===== src/rtl/apcc_pkg.sv =====
package apcc_pkg;

	localparam logic OP_WRITE   = 1'b0;
	localparam logic OP_COMPUTE = 1'b1;

	localparam logic [1:0] AXIS_E = 2'd0;
	localparam logic [1:0] AXIS_N = 2'd1;
	localparam logic [1:0] AXIS_U = 2'd2;

	localparam int SC_LAT = 14;

	localparam logic [31:0] PI_Q30     = 32'd3373259426;
	localparam logic [30:0] Q30_ONE    = 31'h4000_0000;
	localparam logic [17:0] ZEN_90     = 18'd16384;
	localparam logic [6:0]  GRID_SCALE = 7'd72;

	localparam logic [5:0] D42 = 6'd42;
	localparam logic [5:0] D56 = 6'd56;
	localparam logic [5:0] D20 = 6'd20;
	localparam logic [5:0] D30 = 6'd30;
	localparam logic [5:0] D6  = 6'd6;
	localparam logic [5:0] D12 = 6'd12;

	localparam logic [30:0] RCP_42 = 31'((64'd1 << 31) / 42);
	localparam logic [30:0] RCP_56 = 31'((64'd1 << 31) / 56);
	localparam logic [30:0] RCP_20 = 31'((64'd1 << 31) / 20);
	localparam logic [30:0] RCP_30 = 31'((64'd1 << 31) / 30);
	localparam logic [30:0] RCP_6  = 31'((64'd1 << 31) / 6);
	localparam logic [30:0] RCP_12 = 31'((64'd1 << 31) / 12);

	typedef struct packed {
		logic               op;
		logic [6:0]         idx;
		logic signed [23:0] value;
		logic signed [15:0] el;
		logic signed [23:0] de;
		logic signed [23:0] dn;
		logic signed [23:0] du;
		logic               use_var;
	} item_t;

	typedef struct packed {
		logic               off_we;
		logic               var_we;
		logic [1:0]         lane;
		logic signed [23:0] data;
	} tbl_wr_t;

	function automatic logic [30:0] mul_q30(input logic [30:0] a, input logic [30:0] b);
		logic [61:0] p;
		p = {31'b0, a} * {31'b0, b};
		return p[60:30];
	endfunction

	function automatic logic [30:0] rcp_est(input logic [30:0] n, input logic [30:0] m);
		logic [61:0] p;
		p = {31'b0, n} * {31'b0, m};
		return p[61:31];
	endfunction

	function automatic logic [30:0] rcp_fix(input logic [30:0] n, input logic [30:0] qa,
			input logic [5:0] d);
		logic [36:0] qd;
		logic [30:0] r;
		qd = {6'b0, qa} * {31'b0, d};
		r = n - qd[30:0];
		return (r >= {25'b0, d}) ? qa + 31'd1 : qa;
	endfunction

endpackage


===== src/rtl/apcc_tables.sv =====
module apcc_tables #(
	parameter int NUM_FREQ = 3,
	parameter int GRID_POINTS = 19,
	localparam int RW = (NUM_FREQ > 1) ? $clog2(NUM_FREQ) : 1,
	localparam int VAR_WORDS = NUM_FREQ * GRID_POINTS,
	localparam int VW = $clog2(VAR_WORDS)
) (
	input  logic                clk,
	input  apcc_pkg::tbl_wr_t   wr,
	input  logic [RW-1:0]       wr_row,
	input  logic [VW-1:0]       wr_addr,
	input  logic                rd_en,
	input  logic [RW-1:0]       rd_row,
	input  logic [VW-1:0]       rd_a0,
	input  logic [VW-1:0]       rd_a1,
	output logic signed [23:0]  off_e,
	output logic signed [23:0]  off_n,
	output logic signed [23:0]  off_u,
	output logic signed [23:0]  var0,
	output logic signed [23:0]  var1
);
	import apcc_pkg::*;

	logic [2:0][23:0] off_mem_q [NUM_FREQ];
	logic [23:0]      var_mem_q [VAR_WORDS];
	logic [2:0][23:0] off_rd_q;
	logic [23:0]      var0_q;
	logic [23:0]      var1_q;

	always_ff @(posedge clk) begin
		if (wr.off_we)
			off_mem_q[wr_row][wr.lane] <= wr.data;
		if (wr.var_we)
			var_mem_q[wr_addr] <= wr.data;
		if (rd_en) begin
			off_rd_q <= off_mem_q[rd_row];
			var0_q <= var_mem_q[rd_a0];
			var1_q <= var_mem_q[rd_a1];
		end
	end

	assign off_e = $signed(off_rd_q[AXIS_E]);
	assign off_n = $signed(off_rd_q[AXIS_N]);
	assign off_u = $signed(off_rd_q[AXIS_U]);
	assign var0 = $signed(var0_q);
	assign var1 = $signed(var1_q);

endmodule


===== config.mk =====
export PLATFORM = sky130hd
export DESIGN_NAME = apcc_tables
export DESIGN_NICKNAME = d
export VERILOG_FILES = /design/src/rtl/apcc_pkg.sv /design/src/rtl/apcc_tables.sv
export SDC_FILE = /design/constraint.sdc
export NUM_CORES = 2
export LEC_CHECK = 0
export BUFFER_PORTS_ARGS = -buffer_cell sky130_fd_sc_hd__buf_4
export CAP_MARGIN = 0
export CORE_UTILIZATION = 42
export CTS_CLUSTER_SIZE = 14
export DETAILED_ROUTE_END_ITERATION = 8
export GPL_TIMING_DRIVEN = 0
export MAX_ROUTING_LAYER = met4
export PLACE_DENSITY = 0.66
export SETUP_SLACK_MARGIN = 0.15
export SLEW_MARGIN = 0
export SYNTH_ARGS = -nofsm -noshare
export SYNTH_HDL_FRONTEND = slang
export SYNTH_SLANG_ARGS = --single-unit
export TNS_END_PERCENT = 10

===== constraint.sdc =====
create_clock -name clk -period 11.11 [get_ports clk]
set_clock_uncertainty 0.05 [all_clocks]
set_input_delay 2.222 -clock clk [delete_from_list [all_inputs] [get_ports clk]]
set_output_delay 2.222 -clock clk [all_outputs]
set_load 0.01 [all_outputs]

# After elaboration in Yosys (flattened, before gate mapping)
# Memories as Yosys holds them, arrays and structs flattened. A register that Yosys moved wholly into a read port is not among the register bits.
# Index checks and enable logic that the tools add are counted.
# W data, S select, Z words.
# totals
ram_bits,1584
output_inout_bits,120
romBits,0
latch_bits,0
memories,2
regBits,0
wordCells,11
# mem_list
name,depth,width,read_ports,rd_clocked_by_memory_dff,write_ports,line,text
var_mem_q,57,24,2,2,1,apcc_tables.sv:25,logic [23:0] var_mem_q [VAR_WORDS];
off_mem_q,3,72,1,1,1,apcc_tables.sv:24,logic [2:0][23:0] off_mem_q [NUM_FREQ];
# op_classes
n_mul,0
div,0
n_bitwise,0
reduce_logical,1
muxes,6
n_lt_le_gt_ge,2
shifts,0
eq_ne,0
add_sub_neg,0
# ops
operator,n
$mux W72,1
$demux W24 S2,1
$mux W24,1
$lt A2 B3 Y1 const B,1
$mux W1,3
$ge A2 B1 Y1 const B,1
$logic_and A1 B1 Y1,1

# Depth between registers and ports, before layout
# depth
word_depth,5
ltp_mapped,11
depth_no_buf,5

# Worst setup path before layout
# No wires, ideal clock.
# synth_timing
kind,input port to flip-flop
startpoint,input port wr_addr[5]
endpoint,memory var_mem_q[32][0] (enable)
path_stages,4
setup_slack_ns,6.100
arrival_ns,4.525
t_required_ns,10.625
path_buffers,1
cell_sequence,clkbuf_1 nor4bb_1 nand2b_1 nor3_1
# synth_rtl
element,line,text
from (decl),apcc_tables.sv:11,"input logic [VW-1:0] wr_addr,"
to (decl),apcc_tables.sv:25,
# Straight into the memory's write port.

==> run summary <==
Die Wd: 426 um
initial core utilization: 42.3%
Synth-to-Final Area Change: 16.0%
IO Pins: 172
post-CTS setup buffers: 0
Slew @ Worst Pin: 1.56 ns
post-synth top area share: 67.8%
top_reg_cell synth: edfxtp_1
Post-synth EDFFs: 1704
first-pass GRT wire length: 376 mm
fin crit period: 6.26 ns
total gr overflow: 0
unrepaired setup endpoints after global routing: no
CTS Buffer Depth: 3
peak supply drop: 0.147 mV
clock sinks: 1704
Worst EP required: 11.57 ns
core area: 178000 um2
flop and latch count out of synthesis: 1704
met2 wire len: 128 mm
# resized after CTS: 0
Worst Path Max Fanout: 10
Netlist cell types: 56
Total Power: 0.0145 W
Routed Antenna Nets: 0
CTS tree: yes
WL met1: 95.9 mm
failing checks: capacitance limit, slew limit
GPL Wtd Cong: 1.05
Area contributors post-synth: edfxtp_1 68%, mux4_2 19%, mux2i_1 3.1%
final wirelength: 284 mm
Switch Pwr: 0.00356 W
Final setup viols: 0
sum of negative setup slack: 0 ns
CTS Hold Bufs: 0
syn_nets: 3998
Vias/cell: 6.79
count leader, synth: edfxtp_1
WL met3: 37.7 mm
Fin. Hold Viols: 0
Post-DP HPWL: 194 mm
post-synth top area cell: edfxtp_1
Yosys warnings: 0
Vias: 46800
drt wl/cell: 41.2 um
pwr/cell area: 166 nW/um2
Crit Path Category: in -> reg
ys async rst share: 0%
Clk pwr share: 41.2%
FMAX: 0.160 GHz
Max Slew Vio Count: 13
largest net degree at the start of global routing: 83
crit path launch type: input pin
Max-Cap Viols: 5
DR top layer: met4
Mapped Cells: 3946
worst hold margin: 0.471 ns
sequential fraction of design power: 49.6%
post-synthesis sequential area ratio: 67.8%
port bufs: 161
Leakage: 28.1 nW
nets@finish: 4414
CTS Buf Count: 176
# DRC: 0
commonest cells in the netlist: 1704 x edfxtp_1, 626 x mux4_2, 297 x nand2_1
Clock Latency Late Sink: 0.87 ns
Sw Ratio: 24.5%
Root Buffer: clkbuf_16
crit path DAT: 6.72 ns
full die area: 181000 um2
H-tree levels: 4
row count: 155
Pint: 0.0110 W
CTS clk-pin slew, worst paths: 0.06 ns
Syn Area/Cell: 19.1 um2
period utilization: 56.4%
Rel. slew slack: -5.27%
layout cell share with drive strength beyond 1: 30.4%
critical path capture point type: register
Worst Hold Class: reg -> reg
Die Ht: 426 um
1st-iter DRT viols: 8483
Pre-Repair DR Iteration Count: 6
Post-Syn Area: 75400 um2
Tot GR Track Use: 32.0%
antenna violations before repair: 27
outcome: complete, but fails checks
combinational share of power: 9.2%
vias in the first global route: 44900
logic make-up (layout without fill, tap and decap cells):
| kind of cell | after synthesis | in the layout | synth area share (%) |
|---|---|---|---|
| other cells | 0 | 24 | 0 |
| flops | 1704 | 1704 | 67.8 |
| simple gates | 628 | 628 | 3.74 |
| mux | 889 | 889 | 22.3 |
| buf+inv | 284 | 844 | 2.22 |
| compound gates | 441 | 441 | 3.89 |
flip-flops by register name, indices dropped and copies added (netlist names):
signal and count:
var_mem_q 1368, off_mem_q 216, off_e 24, off_n 24
off_u 24, var0 24, var1 24
per-stage QoR:
step                      cells  setup WS (ns)  area (um2)  utilization, %
after floorplan            3946           6.10       75400               -
after global placement     6462           2.89       79600            44.6
after detailed placement   6539           4.24       81600            45.8
after CTS                  6861           5.14       87400            49.0
after global routing       6881           5.21       87400            49.0
final                      6885           4.85       87500            49.0
power groups by stage:
stage	Combinational, W	Sequential (W)	Clock [W]
4_1_cts	0.00128	0.00720	0.00599
2_1_floorplan	0.000601	0.00734	0
3_5_place_dp	0.00128	0.00734	0
3_3_place_gp	0.00125	0.00734	0
5_1_grt	0.00133	0.00721	0.00622
6_report	0.00133	0.00720	0.00599
cells in the final DEF, fill, tap and decap left out, drive strengths merged, types with 8 or more instances in the layout:
cell type  instances
a21oi             46
o211ai            38
clkbuf           299
inv               12
nand2b            18
edfxtp          1704
a311o             14
nand3             54
a22o              14
diode             24
or4               15
nand2            297
mux2i            235
o22ai             60
bufinv            17
clkinvlp          10
a211oi            31
nor2b             33
a22oi             51
a21o               8
nand3b             9
mux4             630
nor3              39
mux2              24
o2111ai           21
o221ai             9
o21ai            122
nor2             134
buf              424
clkinv            82
layout make-up:
type / instances / area [um2]
multi-input combinational: 1958 / 23000
fill: 14600 / 91000
sequential: 1704 / 51200
timing repair buffer: 238 / 2820
buffer: 279 / 1660
clock inverter: 116 / 1170
antenna: 24 / 60.1
inverter: 5 / 18.8
clock buffer: 206 / 4580
tap: 2355 / 2950
worst max-delay path, stage by stage:
cell and delay, ns:
buf_4 0.23, buf_2 0.42, clkbuf_1 0.81, nand2_1 0.87, clkbuf_1 0.71, o2111ai_1 1.09
nand2_1 0.29
metal layers:
layer  GRT usage [%]  vias up
met5               -        -
met4            20.4        0
met3            10.3      951
met2            46.9     3992
met1            38.3    24300
li1                -    17500
worst paths after layout:
| check | startpoint | endpoint | slack (ns) | cells after the start |
|---|---|---|---|---|
| min reg2reg | off_mem_q[2][69] | off_u[21] | 0.47 | 2 |
| max reg2reg | var_mem_q[30][22] | var1[22] | 7.79 | 5 |
| min | off_mem_q[2][69] | off_u[21] | 0.47 | 2 |
| max | rd_a0[3] | var0[7] | 4.85 | 7 |
Note: power is estimated with default switching activity, not from simulation.
